<file path="src/hw/rtl/ltsd_pkg.sv">
// ---------------------------------------------------------------------------
// ltsd_pkg
// Shared types, codes and helpers of the LZ token stream decompressor.
// ---------------------------------------------------------------------------
package ltsd_pkg;

   // parser position within one sequence
   typedef enum logic [2:0] {
      PH_TOKEN,
      PH_LITEXT,
      PH_MATCHEXT,
      PH_DISTLO,
      PH_DISTHI,
      PH_LITERALS,
      PH_COPY
   } phase_type;

   // status codes
   localparam logic [2:0] ST_RUN   = 3'd0;
   localparam logic [2:0] ST_DONE  = 3'd1;
   localparam logic [2:0] ST_TRUNC = 3'd2;
   localparam logic [2:0] ST_DIST  = 3'd3;
   localparam logic [2:0] ST_OVER  = 3'd4;

   localparam logic [7:0]  EXT_CONTINUE  = 8'd255;
   localparam logic [2:0]  LIT_LEN_EXT   = 3'd7;
   localparam logic [3:0]  MATCH_LEN_EXT = 4'd15;
   localparam logic [31:0] MATCH_MIN     = 32'd4;
   localparam logic [15:0] END_DISTANCE  = 16'hFFFF;

   // one result word towards the response queue
   typedef struct packed {
      logic [31:0] match_left;
      logic [2:0]  status;
      logic [7:0]  out_byte;
      logic        out_valid;
   } rsp_item_type;

   function automatic logic [31:0] sat_add(input logic [31:0] a, input logic [31:0] b);
      logic [32:0] s;
      s = {1'b0, a} + {1'b0, b};
      return s[32] ? 32'hFFFF_FFFF : s[31:0];
   endfunction

endpackage

</file>
<file path="src/hw/rtl/ltsd_resp_fifo.sv">
// ---------------------------------------------------------------------------
// ltsd_resp_fifo
// Four-entry response queue between the parser and the result channel.
// ---------------------------------------------------------------------------
module ltsd_resp_fifo
   import ltsd_pkg::*;
(
   input  logic         clock,
   input  logic         reset,
   input  logic         push_valid,
   input  rsp_item_type push_item,
   input  logic         pop_ready,
   output logic         pop_valid,
   output rsp_item_type pop_item,
   output logic [2:0]   count
);

   rsp_item_type entries_ff [4];
   logic [1:0]   wr_ptr_ff, wr_ptr_in;
   logic [1:0]   rd_ptr_ff, rd_ptr_in;
   logic [2:0]   count_ff, count_in;
   logic         pop_fire;

   assign pop_valid = (count_ff != 3'd0);
   assign pop_fire  = pop_valid && pop_ready;
   assign pop_item  = entries_ff[rd_ptr_ff];
   assign count     = count_ff;

   always_comb begin
      wr_ptr_in = push_valid ? wr_ptr_ff + 2'd1 : wr_ptr_ff;
      rd_ptr_in = pop_fire ? rd_ptr_ff + 2'd1 : rd_ptr_ff;
      count_in  = count_ff + {2'b00, push_valid} - {2'b00, pop_fire};
   end

   always_ff @(posedge clock) begin
      if (reset) begin
         wr_ptr_ff <= 2'd0;
         rd_ptr_ff <= 2'd0;
         count_ff  <= 3'd0;
      end else begin
         wr_ptr_ff <= wr_ptr_in;
         rd_ptr_ff <= rd_ptr_in;
         count_ff  <= count_in;
      end
   end

   always_ff @(posedge clock) begin
      if (push_valid) begin
         entries_ff[wr_ptr_ff] <= push_item;
      end
   end

   // the upstream credit check must never let a word land on a full queue
   a_no_push_when_full: assert property (@(posedge clock) disable iff (reset)
      !(push_valid && count_ff == 3'd4))
      else $error("response queue overrun");

endmodule

</file>
<file path="config.mk">
export PLATFORM = sky130hd
export DESIGN_NAME = ltsd_resp_fifo
export DESIGN_NICKNAME = d
export VERILOG_FILES = /design/src/hw/rtl/ltsd_pkg.sv /design/src/hw/rtl/ltsd_resp_fifo.sv
export SDC_FILE = /design/constraint.sdc
export NUM_CORES = 1
export LEC_CHECK = 0
export ABC_AREA = 1
export BUFFER_PORTS_ARGS = -buffer_cell sky130_fd_sc_hd__buf_4
export CAP_MARGIN = 15
export CORE_MARGIN = 1
export CORE_UTILIZATION = 51
export CTS_BUF_LIST = sky130_fd_sc_hd__clkbuf_4 sky130_fd_sc_hd__clkbuf_8 sky130_fd_sc_hd__clkbuf_16
export CTS_CLUSTER_DIAMETER = 60
export DETAILED_ROUTE_END_ITERATION = 10
export PLACE_DENSITY_LB_ADDON = 0.25
export SLEW_MARGIN = 10
export SYNTH_ARGS = -nofsm -noshare
export SYNTH_HDL_FRONTEND = slang
export SYNTH_SLANG_ARGS = --single-unit
export TNS_END_PERCENT = 30
</file>
<file path="constraint.sdc">
create_clock -name clock -period 1.9 [get_ports clock]
set_clock_uncertainty 0.1 [all_clocks]
set_input_delay 0.19 -clock clock [delete_from_list [all_inputs] [get_ports clock]]
set_output_delay 0.19 -clock clock [all_outputs]
set_load 0.005 [all_outputs]
</file>
==> results.md, run 1 <==
* Register area at 0.005472 mm2
* Max Clk Rate at 523.3 MHz
* Worst r2r src: count[1]
* Final setup margin at -0.01095 ns
* # nets final at 698
* Critical path's largest stage delay at 0.44 ns
* Number of global-route vias before repair at 4557
* Initial DRC count at 271
* Max FO, Critical Path at 23
* Slew Limit Fails at 0
* GP Congestion at 0.7540
* Number of cells after detailed placement at 746
* RSZ-0062 raised after global routing: true
* Setup Crit Path Kind: reg -> out
* Grt total ovfl at 0
* Syn Area/Cell at 14.54 um2
* Die width at 119.7 um
* Num CTS Buffers at 17
* DRC violations left at 0
* Critical Path Sink: pop_item[1]
* Setup violators final at 3
* Met1 global-route usage at 0.2447
* Reg-to-reg endpoint: count[1]
* Pwr dens at 1186 mW/mm2
* GRT Overall Usage at 0.2106
* Gate power share at 0.257
* Worst slew margin at 0.7343
* Buffers on Ports at 95
* N_diodes at 0
* Die ar. at 0.01433 mm2
* Ports at 96
* Slowest CP cell: dfxtp_4
* Clk_lat worst skew at 0.43 ns
* Layout area overhead at 31.66%
* Buf+Inv Stages, Crit Path at 2
* HP Class: in -> reg
* Pin count of the biggest net entering global routing at 45
* DR vias at 4518
* NetSw at 3.021 mW
* H-tree lvl count at 4
* Die height at 119.7 um
* CTS Sinks at 185
* Layout cells sized above 1 at 0.2851
* Max IR drop VDD at 0.0006590 V
* Pre-antenna DRT Iters at 4
* Register area share after synthesis at 0.7734
* Clock slew at reported path FFs at 0.06 ns
* Met3 Use GR at 0.05228
* CTS tree: done
* Dpl hpwl at 7.944 mm
* Pleak at 3.372 nW
* Clock tree buffer depth at 2
* Required @ worst endpoint at 1.61 ns
* Switching share of power at 0.2739
* Netlist Area Pre-Place at 0.007067 mm2
* Non-Filler Instances at 832
* Fin crit period at 1.911 ns
* Multi-input combinational cell area at 0.001396 mm2
* Hold slack at 0.3821 ns
* Initial core utilization at 0.5274
* Final period utilization at 1.006
* Hold Startpoint: reset
* Yosys warnings at 0
* R2r setup slk at 0.03 ns
* Core box area at 0.01340 mm2
* Site Rows at 42
* Net Count, Synth at 541
* Failing checks: setup timing
* Worst-Margin Slew at 0.3986 ns
* Fillers at 937
* Register bit count reported by yosys at 185
* CP Data Arrival Time at 1.62 ns
* Worst R2R Path Depth at 8
* Antenna Nets Post-Route at 0
* WL per Instance at 17.84 um
* Clock network fraction of total power at 0.308
* Initial antenna violation count at 0
* Endpoints failing hold at 0
* Worst hold stages at 3
* Highest-count cells in the layout ignoring fill and taps: edfxtp_1 (176), buf_4 (102), nor2_1 (83), o21ai_0 (66), dlygate4sd3_1 (47)
* CP Launch Type: flop
* Outcome: finished, violations left
* Global-route wire length before repair at 22.29 mm
* Largest delay contributor family on the critical path: buffers and inverters
* Critical path capture point type: primary output
* Crit path cell chain: bufbuf_16, nor2_1, o22ai_1, buf_4
* GR Util met2 at 0.3689
* Sequential Power Share at 0.435
* Syn Inst Count at 486
* Max-cap viol count at 0
* Commonest non-fill, non-tap cell in the layout: edfxtp_1
* WL final at 14.84 mm
* Pint at 8.009 mW
* Busiest grt layer: met2
* WP depth at 4
* Yosys cell types at 22
* Vias/cell at 5.430
* Root buffer cell: clkbuf_16
per-layer routing:
layer | up-vias | part of all wire
met4 | 0 | 0.020
met3 | 28 | 0.049
li1 | 2124 | -
met2 | 149 | 0.52
met5 | - | 0
met1 | 2217 | 0.41
state kept, by name, indices dropped and copies added, names as in the netlist, named ones only:
register / cells
rd_ptr_ff: 2
wr_ptr_ff: 2
count: 3
entries_ff: 176
metrics by stage:
| stage | total power [mW] | setup WS [ns] | TNS (ns) | area (um2) | utilization |
|---|---|---|---|---|---|
| global route | 11.48 | -0.07431 | -0.7610 | 9304 | 0.6943 |
| CTS | 10.94 | -0.04395 | -0.4269 | 9204 | 0.6868 |
| global placement | 7.197 | 0.1167 | 0 | 8050 | 0.6007 |
| finish | 11.03 | -0.01095 | -0.02140 | 9304 | 0.6943 |
| detailed placement | 7.294 | 0.02315 | 0 | 8050 | 0.6007 |
| floorplan | 6.160 | -0.04949 | -3.341 | 7071 | - |
repair_timing:
| action | 4_1_cts | 5_1_grt |
|---|---|---|
| cloned | 3 | 1 |
| resized for setup | 12 | 31 |
| hold endpoints to repair | 184 | 0 |
| pin swaps | 1 | 7 |
| hold buffers | 47 | 0 |
| endpoints found under the setup margin | 30 | 42 |
| buffers inserted | 1 | 2 |
Yosys cell counts:
library cell	count	area share
fa_1	1	0.0028
buf_8	2	0.0042
buf_6	3	0.0048
nand2_1	12	0.0064
nor2_2	10	0.0089
inv_2	1	0.00053
o22ai_1	34	0.030
o22ai_2	10	0.018
buf_4	1	0.0011
ha_1	6	0.011
clkbuf_2	3	0.0021
dfxtp_1	9	0.025
a21oi_1	5	0.0035
nor2_1	85	0.045
a21boi_0	1	0.0011
o21ai_0	83	0.059
nand3_1	2	0.0014
inv_1	16	0.0085
buf_2	18	0.013
inv_6	1	0.0012
o21ai_1	7	0.0050
edfxtp_1	176	0.75
power by group through the flow:
stage,logic (mW),registers (mW),clock network [mW]
finish,2.84,4.79,3.40
global route,3.08,4.81,3.58
CTS,2.71,4.78,3.45
detailed placement,2.44,4.86,0
global placement,2.35,4.84,0
floorplan,1.33,4.83,0
logic make-up after synthesis:
logic type,after synthesis,share of synthesized area
and+or+nand+nor,109,0.06179
DFF,185,0.7734
buffers and inverters,45,0.03523
adders and majority gates,7,0.01346
AOI/OAI and AO/OA,140,0.1161
worst min-delay path by stage:
stage	endpoint
after global placement	count[1]
after detailed placement	count[0]
after floorplan	count[0]
final	count[1]
after CTS	count[1]
after global routing	count[1]
final cells by class:
| cell class | instances | area share |
|---|---|---|
| well taps | 176 | 0.02367 |
| repair inverters | 1 | 0.0009414 |
| repair buffers | 164 | 0.1657 |
| clock buffers | 18 | 0.04653 |
| clock inverters | 14 | 0.01600 |
| multi-input cells | 256 | 0.1501 |
| flip-flops and latches | 185 | 0.5881 |
| inverters | 18 | 0.009010 |
worst reg2reg max path: cells and delay by family, from the launching register on:
family,cells,cell delay [ns]
AND/OR/NAND/NOR,2,0.22
adder cells (fa/ha/maj),3,0.98
AO/OA/AOI/OAI,1,0.08
flip-flops,1,0.34
buffers and inverters,2,0.08
(Power assumes the default switching activity.)
==> inputs of run 2 (changes only) <==
--- a/config.mk
+++ b/config.mk
@@ -8,7 +8,7 @@
 export ABC_AREA = 1
 export BUFFER_PORTS_ARGS = -buffer_cell sky130_fd_sc_hd__buf_4
 export CAP_MARGIN = 15
-export CORE_MARGIN = 1
+export CORE_MARGIN = 1.5
 export CORE_UTILIZATION = 51
 export CTS_BUF_LIST = sky130_fd_sc_hd__clkbuf_4 sky130_fd_sc_hd__clkbuf_8 sky130_fd_sc_hd__clkbuf_16
 export CTS_CLUSTER_DIAMETER = 60
==> results.md, run 2 (synthesis results as in run 1) <==
* Max IR drop VDD at 0.0008299 V (was 0.0006590 V)
* CP Launch Type: flop (unchanged)
* Setup TNS at 0 ns (was -0.02140 ns)
* # nets final at 696 (was 698)
* Util after Layout at 0.6889 (was 0.6943)
* Number of global-route vias before repair at 4366 (was 4557)
* Initial antenna violation count at 0 (unchanged)
* Global-route wire length before repair at 22.21 mm (was 22.29 mm)
* RSZ-0062 raised after global routing: true (unchanged)
* Outcome: finished clean (was finished, violations left)
* Root buffer cell: clkbuf_16 (unchanged)
* Dpl ws at 0.01590 ns (was 0.02315 ns)
* Finished Cell Area at 0.009231 mm2 (was 0.009304 mm2)
* GRT Overall Usage at 0.2060 (was 0.2106)
* N_diodes at 0 (unchanged)
* Worst-Margin Slew at 0.2605 ns (was 0.3986 ns)
* DR vias at 4396 (was 4518)
* Core box area at 0.01340 mm2 (unchanged)
* Critical path capture point type: primary output (unchanged)
* Final period utilization at 0.9981 (was 1.006)
* Worst R2R Path Depth at 8 (unchanged)
* Hold slack at 0.3945 ns (was 0.3821 ns)
* Top reg by flops: entries_ff (unchanged)
* H-tree lvl count at 4 (unchanged)
* Worst hold stages at 2 (was 3)
* WL per Instance at 17.31 um (was 17.84 um)
* Pwr dens at 1172 mW/mm2 (was 1186 mW/mm2)
* Max-cap viol count at 0 (unchanged)
* Max Clk Rate at 527.3 MHz (was 523.3 MHz)
* Layout cells sized above 1 at 0.2772 (was 0.2851)
* Setup Crit Path Kind: reg -> out (unchanged)
* CTS Sinks at 185 (unchanged)
* Die width at 120.7 um (was 119.7 um)
* Fin crit period at 1.896 ns (was 1.911 ns)
* Buffers on Ports at 95 (unchanged)
* Area after DPL at 0.008073 mm2 (was 0.008050 mm2)
* CP Data Arrival Time at 1.61 ns (was 1.62 ns)
* DRC violations left at 0 (unchanged)
* Required @ worst endpoint at 1.61 ns (about the same)
* Die ar. at 0.01457 mm2 (was 0.01433 mm2)
* Grt total ovfl at 0 (unchanged)
* Clock slew at reported path FFs at 0.06 ns (about the same)
* CTS tree: done (unchanged)
* Vias/cell at 5.303 (was 5.430)
* Slowest CP cell: dfxtp_4 (unchanged)
* Critical path's largest stage delay at 0.45 ns (was 0.44 ns)
* Layout area overhead at 30.63% (was 31.66%)
* Slew Limit Fails at 0 (unchanged)
* Site Rows at 42 (unchanged)
* Max reg flops at 176 (unchanged)
* WL final at 14.35 mm (was 14.84 mm)
* Antenna Nets Post-Route at 0 (unchanged)
* GP Congestion at 0.7348 (was 0.7540)
* Clock tree buffer depth at 2 (unchanged)
* Crit path cell chain: buf_12, o21ai_0, o22ai_1, buf_4 (was bufbuf_16, nor2_1, o22ai_1, buf_4)
* Endpoints failing hold at 0 (unchanged)
* Ports at 96 (unchanged)
* Pin count of the biggest net entering global routing at 37 (was 45)
* HP Class: reg -> reg (was in -> reg)
* Max FO, Critical Path at 32 (was 23)
* Final setup margin at 0.003621 ns (was -0.01095 ns)
* Commonest non-fill, non-tap cell in the layout: edfxtp_1 (unchanged)
* Initial core utilization at 0.5274 (unchanged)
* Pre-antenna DRT Iters at 7 (was 4)
* Pleak at 3.360 nW (was 3.372 nW)
* Initial DRC count at 394 (was 271)
* Die height at 120.7 um (was 119.7 um)
* Clk_lat worst skew at 0.42 ns (was 0.43 ns)
* Highest-count cells in the layout ignoring fill and taps: edfxtp_1 (176), buf_4 (101), nor2_1 (84), o21ai_0 (65), dlygate4sd3_1 (47) (was edfxtp_1 (176), buf_4 (102), nor2_1 (83), o21ai_0 (66), dlygate4sd3_1 (47))
* Dpl hpwl at 8.172 mm (was 7.944 mm)
* Worst slew margin at 0.8263 (was 0.7343)
* Num CTS Buffers at 17 (unchanged)
* Setup violators final at 0 (was 3)
## run 2: final timing paths
path | startpoint | to | slack (ns)
worst max-delay path | flop | pop_item[43] | 0.004
worst min-delay path | rd_ptr_ff[0] | rd_ptr_ff[0] | 0.39
worst max register to register | count[2] | count[1] | 0.07
worst min register to register | rd_ptr_ff[0] | rd_ptr_ff[0] | 0.39
## run 2: worst max-delay path, delay by kind of cell (launching register included)
| kind | cells | cell delay [ns] |
|---|---|---|
| AOI/OAI and AO/OA | 2 | 0.38 |
| DFF | 1 | 0.45 |
| buffers and inverters | 2 | 0.37 |
## run 2: metal layers
| metal | track usage | part of all wire |
|---|---|---|
| met5 | 0 | 0 |
| met1 | 0.2686 | 0.42 |
| met4 | 0.08162 | 0.0080 |
| met3 | 0.05094 | 0.066 |
| met2 | 0.3345 | 0.50 |
## run 2: through the flow
stage,cells,power (mW)
2_1_floorplan,486,6.160
3_3_place_gp,749,7.212
3_5_place_dp,749,7.297
4_1_cts,827,10.78
5_1_grt,829,11.33
6_report,829,10.82
## run 2: power by group
| part | switching (mW) | internal (mW) | total (mW) |
|---|---|---|---|
| sequential | 0.102 | 4.70 | 4.80 |
| combinational | 1.41 | 1.29 | 2.70 |
| clock | 1.31 | 2.02 | 3.33 |
| total | 2.82 | 8.00 | 10.8 |
## run 2: layout make-up
type                    count  area, um2
clock buffers              27      525.5
clock inverters             4      43.79
fillers                   932       4169
inverters                  18      86.33
multi-input cells         256       1375
flip-flops and latches    185       5473
well taps                 176      220.2
repair buffers            162       1499
repair inverters            1      8.758
## run 2: repair_timing
item	4_1_cts	5_1_grt
hold buffers	47	0
setup buffers	0	1
endpoints found under the hold margin	183	0
endpoints found under the setup margin	34	33
resized for setup	17	25
gates cloned	0	2
pin swaps	1	4
